<file path="src/rtl/cbe_pkg.sv">
// Shared types, constants and command encodings for the cubic Bezier easing evaluator.
package cbe_pkg;

    localparam int FRAC_BITS    = 16;
    localparam int QI           = 24;
    localparam int NEWTON_STEPS = 6;
    localparam int BISECT_STEPS = 16;
    localparam int QUO_BITS     = 26;

    localparam int CW   = 36;           // coefficient and accumulator width
    localparam int TW   = 28;           // parameter t register width
    localparam int TEW  = 26;           // t width used by the multiplier
    localparam int PW   = CW + TEW;     // product width
    localparam int OW   = 20;           // output width
    localparam int PINW = 18;           // progress width
    localparam int XW   = 17;           // control x width
    localparam int YW   = 20;           // control y width

    localparam int EPS_NEWTON = 17;
    localparam int EPS_BISECT = 168;
    localparam int OUT_MAX    = 262144;

    localparam int NCNT_W = $clog2(NEWTON_STEPS);
    localparam int BCNT_W = $clog2(BISECT_STEPS);
    localparam int DCNT_W = $clog2(QUO_BITS);

    typedef enum logic [3:0] {
        OP_NOP,
        OP_LOAD,
        OP_SET,
        OP_MUL,
        OP_ADD,
        OP_SAVEX,
        OP_DIVINIT,
        OP_DIVSTEP,
        OP_NUPD,
        OP_BINIT,
        OP_BUPD,
        OP_FIN
    } op_t;

    typedef enum logic [1:0] {
        POLY_X,
        POLY_D,
        POLY_Y
    } poly_t;

    typedef enum logic [2:0] {
        ADD_ZERO,
        ADD_BX,
        ADD_2BX,
        ADD_CX,
        ADD_BY,
        ADD_CY
    } addend_t;

    typedef struct packed {
        op_t     op;
        poly_t   poly;
        addend_t addend;
    } cmd_t;

    typedef struct packed {
        logic special;
        logic d_small;
        logic err_small;
        logic t_out;
        logic bis_close;
    } status_t;

    typedef enum logic [1:0] {
        REG_CTRL1_X = 2'd0,
        REG_CTRL1_Y = 2'd1,
        REG_CTRL2_X = 2'd2,
        REG_CTRL2_Y = 2'd3
    } reg_idx_t;

endpackage

</file>
<file path="src/rtl/cbe_datapath.sv">
// Datapath: coefficients, Horner multiply-accumulate, Newton divider, bisection bounds.
module cbe_datapath
    import cbe_pkg::*;
(
    input  logic                   clk,
    input  logic                   rst_n,
    input  cmd_t                   cmd,
    input  logic [PINW-1:0]        progress_in,
    input  logic [XW-1:0]          ctrl1_x,
    input  logic signed [YW-1:0]   ctrl1_y,
    input  logic [XW-1:0]          ctrl2_x,
    input  logic signed [YW-1:0]   ctrl2_y,
    output status_t                status,
    output logic                   result_valid,
    output logic signed [OW-1:0]   eased_value
);

    localparam logic signed [CW-1:0] ONE_C = CW'(1) <<< QI;
    localparam logic signed [TW-1:0] ONE_T = TW'(1) <<< QI;
    localparam logic [XW-1:0]        ONE_X = XW'(1) << FRAC_BITS;
    localparam int                   SH    = QI - FRAC_BITS;

    logic signed [CW-1:0] ax_reg, bx_reg, cx_reg, ay_reg, by_reg, cy_reg;
    logic signed [CW-1:0] acc_reg, x_reg;
    logic signed [PW-1:0] prod_reg;
    logic signed [TW-1:0] t_reg, pq_reg;
    logic [QI:0]          t0_reg, t1_reg;
    logic [CW-1:0]        rem_reg, den_reg;
    logic [QUO_BITS-1:0]  nlow_reg, quo_reg;
    logic                 qneg_reg, ovf_reg, special_reg;
    logic signed [OW-1:0] spec_val_reg;
    logic signed [OW-1:0] result_reg;
    logic                 valid_reg;

    // Load-time arithmetic.
    logic signed [PINW-1:0] p_s;
    logic [XW-1:0]          x1c, x2c;
    logic signed [CW-1:0]   x1q, x2q, y1q, y2q;
    logic signed [CW-1:0]   cx_n, bx_n, ax_n, cy_n, by_n, ay_n;
    logic                   p_le0, p_ge1, ident;

    assign p_s = signed'(progress_in);
    assign x1c = (ctrl1_x > ONE_X) ? ONE_X : ctrl1_x;
    assign x2c = (ctrl2_x > ONE_X) ? ONE_X : ctrl2_x;
    assign x1q = signed'(CW'(x1c)) <<< SH;
    assign x2q = signed'(CW'(x2c)) <<< SH;
    assign y1q = CW'(ctrl1_y) <<< SH;
    assign y2q = CW'(ctrl2_y) <<< SH;
    assign cx_n = 3 * x1q;
    assign bx_n = 3 * (x2q - x1q) - cx_n;
    assign ax_n = ONE_C - cx_n - bx_n;
    assign cy_n = 3 * y1q;
    assign by_n = 3 * (y2q - y1q) - cy_n;
    assign ay_n = ONE_C - cy_n - by_n;
    assign p_le0 = (p_s <= 0);
    assign p_ge1 = (p_s >= signed'(PINW'(ONE_X)));
    assign ident = (signed'((YW+1)'(x1c)) == (YW+1)'(ctrl1_y))
                && (signed'((YW+1)'(x2c)) == (YW+1)'(ctrl2_y));

    // Horner step.
    logic signed [TEW-1:0] t_eval;
    logic signed [PW-1:0]  prod_n, rsum;
    logic signed [CW-1:0]  rnd, addend, init_v;

    assign t_eval = t_reg[TEW-1:0];
    assign prod_n = PW'(acc_reg) * PW'(t_eval);
    assign rsum   = prod_reg + (PW'(1) <<< (QI - 1));
    assign rnd    = CW'(rsum >>> QI);

    always_comb
    begin
        unique case (cmd.addend)
            ADD_ZERO: addend = '0;
            ADD_BX:   addend = bx_reg;
            ADD_2BX:  addend = bx_reg <<< 1;
            ADD_CX:   addend = cx_reg;
            ADD_BY:   addend = by_reg;
            ADD_CY:   addend = cy_reg;
            default:  addend = '0;
        endcase
    end

    always_comb
    begin
        unique case (cmd.poly)
            POLY_X:  init_v = ax_reg;
            POLY_D:  init_v = 3 * ax_reg;
            POLY_Y:  init_v = ay_reg;
            default: init_v = ax_reg;
        endcase
    end

    // Newton error and divider.
    logic signed [CW-1:0] err;
    logic [CW-1:0]        err_abs, d_abs;
    logic [CW+1:0]        d_x4;
    logic [CW:0]          rem2;
    logic                 qbit;
    logic signed [TW-1:0] q_s, t_upd;

    assign err     = x_reg - CW'(pq_reg);
    assign err_abs = err[CW-1] ? CW'(-err) : CW'(err);
    assign d_abs   = acc_reg[CW-1] ? CW'(-acc_reg) : CW'(acc_reg);
    assign d_x4    = {d_abs, 2'b00};
    assign rem2    = {rem_reg, nlow_reg[QUO_BITS-1]};
    assign qbit    = (rem2 >= (CW+1)'(den_reg));
    assign q_s     = signed'(TW'(quo_reg));
    assign t_upd   = qneg_reg ? (t_reg + q_s) : (t_reg - q_s);

    // Bisection.
    logic signed [CW-1:0] xdiff;
    logic [CW-1:0]        xdiff_abs;
    logic [QI:0]          t0_n, t1_n;
    logic [QI+1:0]        tsum;

    assign xdiff     = acc_reg - CW'(pq_reg);
    assign xdiff_abs = xdiff[CW-1] ? CW'(-xdiff) : CW'(xdiff);
    assign t0_n      = (CW'(pq_reg) > acc_reg) ? t_reg[QI:0] : t0_reg;
    assign t1_n      = (CW'(pq_reg) > acc_reg) ? t1_reg : t_reg[QI:0];
    assign tsum      = (QI+2)'(t0_n) + (QI+2)'(t1_n);

    // Final rounding and saturation.
    logic signed [CW-1:0] yr;
    logic signed [OW-1:0] ysat;

    assign yr = (acc_reg + (CW'(1) <<< (SH - 1))) >>> SH;

    always_comb
    begin
        priority if (yr > CW'(OUT_MAX))
            ysat = OW'(OUT_MAX);
        else if (yr < -CW'(OUT_MAX))
            ysat = -OW'(OUT_MAX);
        else
            ysat = yr[OW-1:0];
    end

    assign status.special   = special_reg;
    assign status.d_small   = (d_abs < CW'(EPS_NEWTON));
    assign status.err_small = (err_abs < CW'(EPS_NEWTON));
    assign status.t_out     = (t_reg < 0) || (t_reg > ONE_T);
    assign status.bis_close = (xdiff_abs < CW'(EPS_BISECT));

    always_ff @(posedge clk or negedge rst_n)
    begin
        if (!rst_n)
            valid_reg <= 1'b0;
        else
            valid_reg <= (cmd.op == OP_FIN);
    end

    always_ff @(posedge clk)
    begin
        unique case (cmd.op)
            OP_LOAD:
            begin
                ax_reg      <= ax_n;
                bx_reg      <= bx_n;
                cx_reg      <= cx_n;
                ay_reg      <= ay_n;
                by_reg      <= by_n;
                cy_reg      <= cy_n;
                pq_reg      <= TW'(p_s) <<< SH;
                t_reg       <= TW'(p_s) <<< SH;
                special_reg <= p_le0 || p_ge1 || ident;
                if (p_le0)
                    spec_val_reg <= '0;
                else if (p_ge1)
                    spec_val_reg <= OW'(ONE_X);
                else
                    spec_val_reg <= OW'(p_s);
            end
            OP_SET:   acc_reg  <= init_v;
            OP_MUL:   prod_reg <= prod_n;
            OP_ADD:   acc_reg  <= rnd + addend;
            OP_SAVEX: x_reg    <= acc_reg;
            OP_DIVINIT:
            begin
                den_reg  <= d_abs;
                rem_reg  <= CW'(err_abs >> 2);
                nlow_reg <= {err_abs[1:0], {(QUO_BITS-2){1'b0}}};
                quo_reg  <= '0;
                qneg_reg <= err[CW-1] ^ acc_reg[CW-1];
                ovf_reg  <= ((CW+2)'(err_abs) >= d_x4);
            end
            OP_DIVSTEP:
            begin
                rem_reg  <= qbit ? CW'(rem2 - (CW+1)'(den_reg)) : CW'(rem2);
                nlow_reg <= nlow_reg << 1;
                quo_reg  <= {quo_reg[QUO_BITS-2:0], qbit};
            end
            OP_NUPD:  t_reg <= ovf_reg ? -TW'(1) : t_upd;
            OP_BINIT:
            begin
                t_reg  <= pq_reg;
                t0_reg <= '0;
                t1_reg <= ONE_T[QI:0];
            end
            OP_BUPD:
            begin
                t0_reg <= t0_n;
                t1_reg <= t1_n;
                t_reg  <= TW'(tsum[QI+1:1]);
            end
            OP_FIN:   result_reg <= special_reg ? spec_val_reg : ysat;
            default:  ;
        endcase
    end

    assign result_valid = valid_reg;
    assign eased_value  = result_reg;

endmodule

</file>
<file path="src/rtl/cbe_ctrl.sv">
// Controller: sequences Horner evaluation, Newton iterations, division and bisection.
module cbe_ctrl
    import cbe_pkg::*;
(
    input  logic    clk,
    input  logic    rst_n,
    input  logic    start,
    input  status_t status,
    output logic    busy,
    output cmd_t    cmd
);

    typedef enum logic [3:0] {
        S_IDLE,
        S_SPCHK,
        S_HSET,
        S_HMUL,
        S_HADD,
        S_SAVEX,
        S_NCHK,
        S_DIV,
        S_NUPD,
        S_NNEXT,
        S_BINIT,
        S_BCHK,
        S_FIN
    } state_t;

    typedef enum logic [1:0] {
        P_NX,
        P_ND,
        P_BX,
        P_Y
    } purpose_t;

    state_t              state_reg, state_next;
    purpose_t            purp_reg, purp_next;
    logic [1:0]          hstep_reg, hstep_next;
    logic [NCNT_W-1:0]   ncnt_reg, ncnt_next;
    logic [BCNT_W-1:0]   bcnt_reg, bcnt_next;
    logic [DCNT_W-1:0]   dcnt_reg, dcnt_next;
    poly_t               poly;
    logic                hlast;

    always_comb
    begin
        unique case (purp_reg)
            P_ND:    poly = POLY_D;
            P_Y:     poly = POLY_Y;
            default: poly = POLY_X;
        endcase
    end

    assign hlast = (purp_reg == P_ND) ? (hstep_reg == 2'd1) : (hstep_reg == 2'd2);

    always_comb
    begin
        state_next = state_reg;
        purp_next  = purp_reg;
        hstep_next = hstep_reg;
        ncnt_next  = ncnt_reg;
        bcnt_next  = bcnt_reg;
        dcnt_next  = dcnt_reg;
        cmd.op     = OP_NOP;
        cmd.poly   = poly;
        cmd.addend = ADD_ZERO;
        unique case (state_reg)
            S_IDLE:
            begin
                if (start)
                begin
                    cmd.op     = OP_LOAD;
                    state_next = S_SPCHK;
                end
            end
            S_SPCHK:
            begin
                ncnt_next = '0;
                purp_next = P_NX;
                state_next = status.special ? S_FIN : S_HSET;
            end
            S_HSET:
            begin
                cmd.op     = OP_SET;
                hstep_next = '0;
                state_next = S_HMUL;
            end
            S_HMUL:
            begin
                cmd.op     = OP_MUL;
                state_next = S_HADD;
            end
            S_HADD:
            begin
                cmd.op = OP_ADD;
                unique case (hstep_reg)
                    2'd0:
                        if (purp_reg == P_Y)
                            cmd.addend = ADD_BY;
                        else if (purp_reg == P_ND)
                            cmd.addend = ADD_2BX;
                        else
                            cmd.addend = ADD_BX;
                    2'd1:
                        cmd.addend = (purp_reg == P_Y) ? ADD_CY : ADD_CX;
                    default:
                        cmd.addend = ADD_ZERO;
                endcase
                if (hlast)
                begin
                    unique case (purp_reg)
                        P_NX:    state_next = S_SAVEX;
                        P_ND:    state_next = S_NCHK;
                        P_BX:    state_next = S_BCHK;
                        default: state_next = S_FIN;
                    endcase
                end
                else
                begin
                    hstep_next = hstep_reg + 2'd1;
                    state_next = S_HMUL;
                end
            end
            S_SAVEX:
            begin
                cmd.op     = OP_SAVEX;
                purp_next  = P_ND;
                state_next = S_HSET;
            end
            S_NCHK:
            begin
                if (status.d_small || status.err_small)
                begin
                    purp_next  = P_Y;
                    state_next = S_HSET;
                end
                else
                begin
                    cmd.op     = OP_DIVINIT;
                    dcnt_next  = '0;
                    state_next = S_DIV;
                end
            end
            S_DIV:
            begin
                cmd.op    = OP_DIVSTEP;
                dcnt_next = dcnt_reg + DCNT_W'(1);
                if (dcnt_reg == DCNT_W'(QUO_BITS - 1))
                    state_next = S_NUPD;
            end
            S_NUPD:
            begin
                cmd.op     = OP_NUPD;
                state_next = S_NNEXT;
            end
            S_NNEXT:
            begin
                if (status.t_out)
                    state_next = S_BINIT;
                else if (ncnt_reg == NCNT_W'(NEWTON_STEPS - 1))
                begin
                    purp_next  = P_Y;
                    state_next = S_HSET;
                end
                else
                begin
                    ncnt_next  = ncnt_reg + NCNT_W'(1);
                    purp_next  = P_NX;
                    state_next = S_HSET;
                end
            end
            S_BINIT:
            begin
                cmd.op     = OP_BINIT;
                bcnt_next  = '0;
                purp_next  = P_BX;
                state_next = S_HSET;
            end
            S_BCHK:
            begin
                if (status.bis_close)
                begin
                    purp_next  = P_Y;
                    state_next = S_HSET;
                end
                else
                begin
                    cmd.op    = OP_BUPD;
                    bcnt_next = bcnt_reg + BCNT_W'(1);
                    if (bcnt_reg == BCNT_W'(BISECT_STEPS - 1))
                        purp_next = P_Y;
                    else
                        purp_next = P_BX;
                    state_next = S_HSET;
                end
            end
            S_FIN:
            begin
                cmd.op     = OP_FIN;
                state_next = S_IDLE;
            end
            default: state_next = S_IDLE;
        endcase
    end

    always_ff @(posedge clk or negedge rst_n)
    begin
        if (!rst_n)
        begin
            state_reg <= S_IDLE;
            purp_reg  <= P_NX;
            hstep_reg <= '0;
            ncnt_reg  <= '0;
            bcnt_reg  <= '0;
            dcnt_reg  <= '0;
        end
        else
        begin
            state_reg <= state_next;
            purp_reg  <= purp_next;
            hstep_reg <= hstep_next;
            ncnt_reg  <= ncnt_next;
            bcnt_reg  <= bcnt_next;
            dcnt_reg  <= dcnt_next;
        end
    end

    assign busy = (state_reg != S_IDLE);

endmodule

</file>
<file path="src/rtl/cubic_bezier_easing_eval.sv">
// Top level of the cubic Bezier easing evaluator: configuration registers and wiring.
//
// This block evaluates a CSS-style cubic-bezier timing curve: for a progress
// value it finds t with x(t) equal to the progress and returns y(t), both in
// signed Q.16. A transaction is accepted at a clock edge where start is high
// and busy is low; busy then stays high until the result has been produced.
// The result appears on eased_value for exactly one cycle, marked by
// result_valid, and the receiver cannot stall it, so it must be captured in
// that cycle. One item is processed at a time. Progress at or below zero, at
// or above one, and the identity curve go straight to the final state. Otherwise
// the time is set by the shared multiplier and the one-bit-per-cycle divider:
// each Newton iteration is a Horner evaluation of x, an evaluation of the
// derivative and a 26-bit division, for up to six iterations; a fallback to
// bisection adds up to 16 steps, and a final Horner evaluation of y follows.
// Configuration is written through cfg_valid/cfg_ready with a register index
// (0: ctrl1_x, 1: ctrl1_y, 2: ctrl2_x, 3: ctrl2_y) and should only be written
// while the block is idle.
module cubic_bezier_easing_eval
    import cbe_pkg::*;
(
    input  logic                  clk,
    input  logic                  rst_n,
    input  logic                  start,
    output logic                  busy,
    input  logic signed [PINW-1:0] progress_in,
    output logic                  result_valid,
    output logic signed [OW-1:0]  eased_value,
    input  logic                  cfg_valid,
    output logic                  cfg_ready,
    input  logic [1:0]            cfg_index,
    input  logic [YW-1:0]         cfg_data
);

    logic [XW-1:0]        ctrl1_x_reg, ctrl2_x_reg;
    logic signed [YW-1:0] ctrl1_y_reg, ctrl2_y_reg;
    cmd_t                 cmd;
    status_t              status;

    // The register file is always able to take a write.
    assign cfg_ready = 1'b1;

    always_ff @(posedge clk or negedge rst_n)
    begin
        if (!rst_n)
        begin
            ctrl1_x_reg <= XW'(16384);
            ctrl1_y_reg <= YW'(6554);
            ctrl2_x_reg <= XW'(16384);
            ctrl2_y_reg <= YW'(65536);
        end
        else if (cfg_valid && cfg_ready)
        begin
            unique case (reg_idx_t'(cfg_index))
                REG_CTRL1_X: ctrl1_x_reg <= cfg_data[XW-1:0];
                REG_CTRL1_Y: ctrl1_y_reg <= cfg_data;
                REG_CTRL2_X: ctrl2_x_reg <= cfg_data[XW-1:0];
                REG_CTRL2_Y: ctrl2_y_reg <= cfg_data;
                default:     ;
            endcase
        end
    end

    cbe_ctrl u_ctrl (
        .clk    (clk),
        .rst_n  (rst_n),
        .start  (start),
        .status (status),
        .busy   (busy),
        .cmd    (cmd)
    );

    cbe_datapath u_datapath (
        .clk          (clk),
        .rst_n        (rst_n),
        .cmd          (cmd),
        .progress_in  (progress_in),
        .ctrl1_x      (ctrl1_x_reg),
        .ctrl1_y      (ctrl1_y_reg),
        .ctrl2_x      (ctrl2_x_reg),
        .ctrl2_y      (ctrl2_y_reg),
        .status       (status),
        .result_valid (result_valid),
        .eased_value  (eased_value)
    );

endmodule
</file>
<file path="config.mk">
export PLATFORM = sky130hd
export DESIGN_NAME = cubic_bezier_easing_eval
export DESIGN_NICKNAME = d
export VERILOG_FILES = /design/src/rtl/cbe_pkg.sv /design/src/rtl/cbe_datapath.sv /design/src/rtl/cbe_ctrl.sv /design/src/rtl/cubic_bezier_easing_eval.sv
export SDC_FILE = /design/constraint.sdc
export NUM_CORES = 2
export LEC_CHECK = 0
export ABC_AREA = 1
export ABC_CLOCK_PERIOD_IN_PS = 20200
export BUFFER_PORTS_ARGS = -buffer_cell sky130_fd_sc_hd__buf_2
export CAP_MARGIN = 10
export CORE_MARGIN = 1
export CORE_UTILIZATION = 26
export DETAILED_ROUTE_END_ITERATION = 12
export HOLD_SLACK_MARGIN = 0.08
export PLACE_DENSITY_LB_ADDON = 0.3
export SLEW_MARGIN = 0
export SYNTH_ARGS = -nofsm -noshare
export SYNTH_HDL_FRONTEND = slang
export SYNTH_HIERARCHICAL = 1
export SYNTH_SLANG_ARGS = --single-unit
</file>
<file path="constraint.sdc">
create_clock -name clk -period 20.2 [get_ports clk]
set_input_delay 1.01 -clock clk [delete_from_list [all_inputs] [get_ports clk]]
set_output_delay 1.01 -clock clk [all_outputs]
set_load 0.02 [all_outputs]
</file>
### After elaboration in Yosys (flattened, before gate mapping)

Index checks and enable logic that the tools add are counted.

| cells by class | value |
|---|---|
| shift operators | 0 |
| bitwise gates (word level) | 1 |
| divide/modulo/power cells | 0 |
| $mul | 6 |
| reductions and logical operators | 31 |
| eq/ne operators | 51 |
| multiplexer cells | 57 |
| $add $sub $neg | 24 |
| magnitude comparators | 14 |

Operators by type and width:

| kind | number |
|---|---|
| $pmux 36 s2 | 3 |
| $pmux 36 s5 | 1 |
| $sub 36x36->36 | 5 |
| $mux 36 | 4 |
| $pmux 28 s4 | 1 |
| $mul 3x36->36 const A | 3 |
| $neg 36->36 | 3 |
| $pmux 26 s2 | 2 |
| $pmux 25 s2 | 2 |
| $lt 36x5->1 const B | 2 |
| $sub 26x36->36 const A | 2 |
| $sub 36x26->36 | 2 |
| $add 60x25->60 const B | 1 |
| $mul 36x26->60 | 1 |
| $mux 20 | 3 |
| $mux 28 | 2 |
| $mux 17 | 3 |
| $mux 25 | 2 |
| $pmux 4 s11 | 1 |
| $eq 18x20->1 | 2 |
| $eq 4x4->1 const B | 10 |
| $pmux 4 s10 | 1 |
| $ge 36x38->1 | 1 |
| $ge 37x36->1 | 1 |
| other kinds (56) | 126 |

| storage, ports and cells | value |
|---|---|
| output and inout port bits | 23 |
| latch bits | 0 |
| memories kept | 0 |
| input bits | 44 |
| register bits | 688 |
| memory bits (read-only) | 0 |
| memory bits (writable) | 0 |

### Depth between registers and ports, before layout

| logic depth | value |
|---|---|
| word-level depth | 9 |
| mapped depth | 42 |
| gate-level depth less buffers | 42 |

### Hierarchy

The synthesis kept the hierarchy.

By module, submodules not included:

| module | cells each | area each (um^2) | times used |
|---|---|---|---|
| cbe_datapath | 10375 | 79678.9 | 1 |
| cubic_bezier_easing_eval | 333 | 3076.7 | 1 |
| cbe_ctrl | 207 | 1507.7 | 1 |

### Least setup slack after synthesis

Ideal clock, no wire load.

| timing path | value |
|---|---|
| path type | reg2reg |
| start point | register u_datapath.acc_reg[8] |
| end point | register u_datapath.ax_reg[10] (enable) |
| cell stages (with the launch flop) | 31 |
| clock period less this slack | 11.770 ns |
| arrival time | 11.057 ns |
| slack | 8.430 ns |
| library setup time | 0.713 ns |
| data required time | 19.487 ns |
| buffers on the path | 1 |
| cell sequence | edfxtp_1 -> buf_4 -> inv_1 -> ha_1 -> inv_1 -> fa_1 -> xnor2_1 -> nand2_1 -> nor2_1 -> nand3_1 -> nor2_1 -> nand2_1 -> nor2_1 -> nand2_1 -> nor3_4 -> nand4_1 -> nand2_1 -> nand2_1 -> nand2_1 -> nand3b_1 -> nor2_1 -> nand2_1 -> nor2_1 -> inv_1 -> nand2_1 -> o31ai_1 -> inv_1 -> nand2_1 -> nor2_1 -> inv_1 -> nor2_1 |

RTL lines:

| what | line | RTL |
|---|---|---|
| from (decl) | cbe_datapath.sv:24 | `logic signed [CW-1:0] acc_reg, x_reg;` |
| from (signal assigned) | cbe_datapath.sv:173 | `OP_SET: acc_reg <= init_v;` |
| from (signal assigned) | cbe_datapath.sv:175 | `OP_ADD: acc_reg <= rnd + addend;` |
| to (signal assigned) | cbe_datapath.sv:157 | `ax_reg <= ax_n;` |
| to (decl) | cbe_datapath.sv:23 | `logic signed [CW-1:0] ax_reg, bx_reg, cx_reg, ay_reg, by_reg, cy_reg;` |

==> results.md <==
- CTS H-tree lvls: 3
- Area grow syn2layout: 9.18%
- Ratio of cells with drive above 1 in the final layout: around 3.8%
- Vias/cell: about 4.7
- Final WL: approximately 280000 um
- Global placement routability congestion: 0.923
- GRT overflow: 0
- Clk buf depth: 3
- Setup-failing EPs final: 0
- Fin crit share: between 40% and 50%
- Synthesized instance count: 10915
- Hold_buf cts: 0
- CP Data Required Time: between 20000 and 25000 ps
- Die Footprint: between 300000 and 400000 um2
- N_diodes: 0
- # nets final: between 10000 and 15000
- WP data arrival: 8940 ps
- Root Buffer: clkbuf_16
- Largest register FFs: 37
- Post-synthesis sequential area ratio: around 20%
- CTS tree: yes
- Unrepaired setup endpoints after global routing: no
- DPL Wire Length: between 200000 and 250000 um
- Die X: around 570 um
- Post-synthesis sequential element count: ~580
- Slew @ Worst Pin: between 1000 and 1500 ps
- Slowest cell on crit path: inv_1
- Status: finished, final reports clean
- DRT antenna net count: 0
- Die height: 571 um
- Slew Limit Fails: 0
- Ys async rst share: between 10% and 20%
- Post-CTS Setup Bufs: 0
- CP Launch Type: register
- Post-cts resize count: 0
- Vias: 71086
- Crit Path Class: register to register
- Relative slew margins: a little under 30%
- Worst path bufs/invs: 5
- Share of the synthesized area in the top cell type: ~23%
- Crit-path most repeated cell: nand2_1
- Max stage delay on crit path: around 740 ps
- Warnings, synthesis: 6
- Fill cells: 35319
- Top_reg_cell synth: edfxtp_1
- CTS Buf Count: 74
- Synth cell types: ~70
- Number of synthesized flops with an enable pin: 484
- Top cell family by delay on the critical path: simple AND/OR/NAND/NOR gates
- Synth area leaders: fa_1, edfxtp_1, nand2_1
- First-pass GRT wire length: between 400000 and 500000 um
- CP max FO: 40
- Achievable frequency: around 120 MHz
- Clock-pin slew on the worst setup and hold paths: 60 ps
- Number of global-route vias before repair: about 71000
- Worst-Skew Late Latency: 730 ps
- Detailed router's first-iteration violation count: roughly 5500
- Hold Fails Final Rpt: 0
- Synth area leader: fa_1
- Core area: between 300000 and 400000 um2
- Synthesized Nets: between 10000 and 15000
- # IOs: 67
- Setup TNS Final: 0 ps
- # DRC: 0
- Initial antenna violation count: 4
- Mapped Area: between 80000 and 90000 um2
- GRT Total Usage: about 17%
- Synthesized area per cell: 7.72 um2
- Layout Skew: approximately 81 ps
- Post-route minimum period: approximately 8600 ps
- Clk sinks: between 500 and 600
- Pin count of the biggest net entering global routing: around 150
- Max cap viols: 0
- Starting density of the core: a little over a quarter
- First drt pass iteration count: 5
- IO Port Bufs: 65
- DR WL/cell: between 15 and 20 um
- Setup crit end kind: register
- Worst hold path class: input pin to async pin
- # rows: 208
==> cells in the mapped netlist (13+ instances only) <==
cell type  count
nand3b_1      22
clkbuf_1     189
o21ai_0      474
nand3_1      360
a21o_1        22
o21a_1        16
inv_1       2368
o21ai_1       27
a21boi_0      18
o211ai_1      37
or2_2         21
nor4_1        55
xnor2_1      101
nand2_1     2596
ha_1         684
edfxtp_1     484
nand4_1      246
fa_1         978
nor3_1       127
a22oi_1       25
xor2_1       348
inv_2         13
nor2_1       649
a21oi_1      559
dfrtp_1       85
buf_1        100
a31oi_1       50
o31ai_1       17
o21bai_1      29
buf_2         25
==> cell families after synthesis <==
logic type	Yosys count	synth area share (%)
AO/OA/AOI/OAI	1368	9.06
XOR/XNOR	450	4.69
adder cells (fa/ha/maj)	1662	33.4
buffers and inverters	2713	12.2
flip-flops	579	20.1
other	2	0.00891
AND/OR/NAND/NOR	4141	20.6
==> final timing paths <==
| path | to | depth (start not counted) | from | slack (ps) |
|---|---|---|---|---|
| max in group asynchronous | u_ctrl/hstep_reg[1] | 2 | rst_n | 18620 |
| worst max register to register | u_datapath/acc_reg[8] | 30 | u_datapath/pq_reg[25] | 11640 |
| worst min-delay path | ctrl2_y_reg[0] | 1 | rst_n | 260 |
| min in group clk | ctrl1_x_reg[14] | 2 | ctrl1_x_reg[14] | 460 |
| worst max-delay path | u_datapath/acc_reg[8] | 30 | u_datapath/pq_reg[25] | 11640 |
| worst min register to register | ctrl1_x_reg[14] | 2 | ctrl1_x_reg[14] | 460 |
==> layout make-up <==
class	count	area, um2	area share [%]
Sequential cell	579	16900	18.4
Tap cell	4305	5390	5.86
Clock inverter	46	458	0.498
Clock buffer	88	1910	2.08
Inverter	2387	8960	9.74
Timing Repair Buffer	178	1190	1.29
Multi-Input combinational cell	7623	57200	62.1
==> worst register-to-register path: cells and delay by family (launching register included) <==
family | cells | cell delay [ps]
AO/OA/AOI/OAI | 7 | 1750
XOR/XNOR | 1 | 520
adder cells (fa/ha/maj) | 1 | 480
buffers and inverters | 5 | 2190
flip-flops | 1 | 440
AND/OR/NAND/NOR | 16 | 2890
==> through the flow <==
stage | area (um2) | util (%) | hold WS [ps] | worst slack [ps] | instances
2_1_floorplan | 84300 | - | 421 | 8430 | 10915
3_3_place_gp | 89600 | 27.9 | 455 | 11840 | 15072
3_5_place_dp | 89600 | 27.9 | 456 | 11910 | 15072
4_1_cts | 92000 | 28.6 | 242 | 11890 | 15206
5_1_grt | 92000 | 28.6 | 271 | 11220 | 15206
6_report | 92000 | 28.6 | 263 | 11640 | 15206
==> layout by cell type, fill, tap and decap left out, types with 21 or more instances in the layout <==
master / n
a22oi_1: 25
or2_2: 21
inv_1: 2367
o21ai_1: 27
buf_2: 64
a21oi_1: 559
o21ai_0: 472
xor2_1: 348
nor4_1: 55
a21o_1: 22
ha_1: 684
buf_4: 113
a31oi_1: 50
fa_1: 978
edfxtp_1: 484
nor2_1: 641
xnor2_1: 101
o21bai_1: 29
nand4_1: 246
clkbuf_16: 74
dfrtp_1: 85
nand3b_1: 22
o211ai_1: 37
nor3_1: 121
nand3_1: 359
nand2_1: 2595
==> routing by layer <==
metal  routed length (um)  track usage (%)
met4                10700             5.76
met3                17300             2.30
met1               128000             24.1
met2               129000             28.2
met5                   31                0
Power is not shown: default switching activity piles up to over one toggle a cycle in this logic, so the estimate is an artifact.
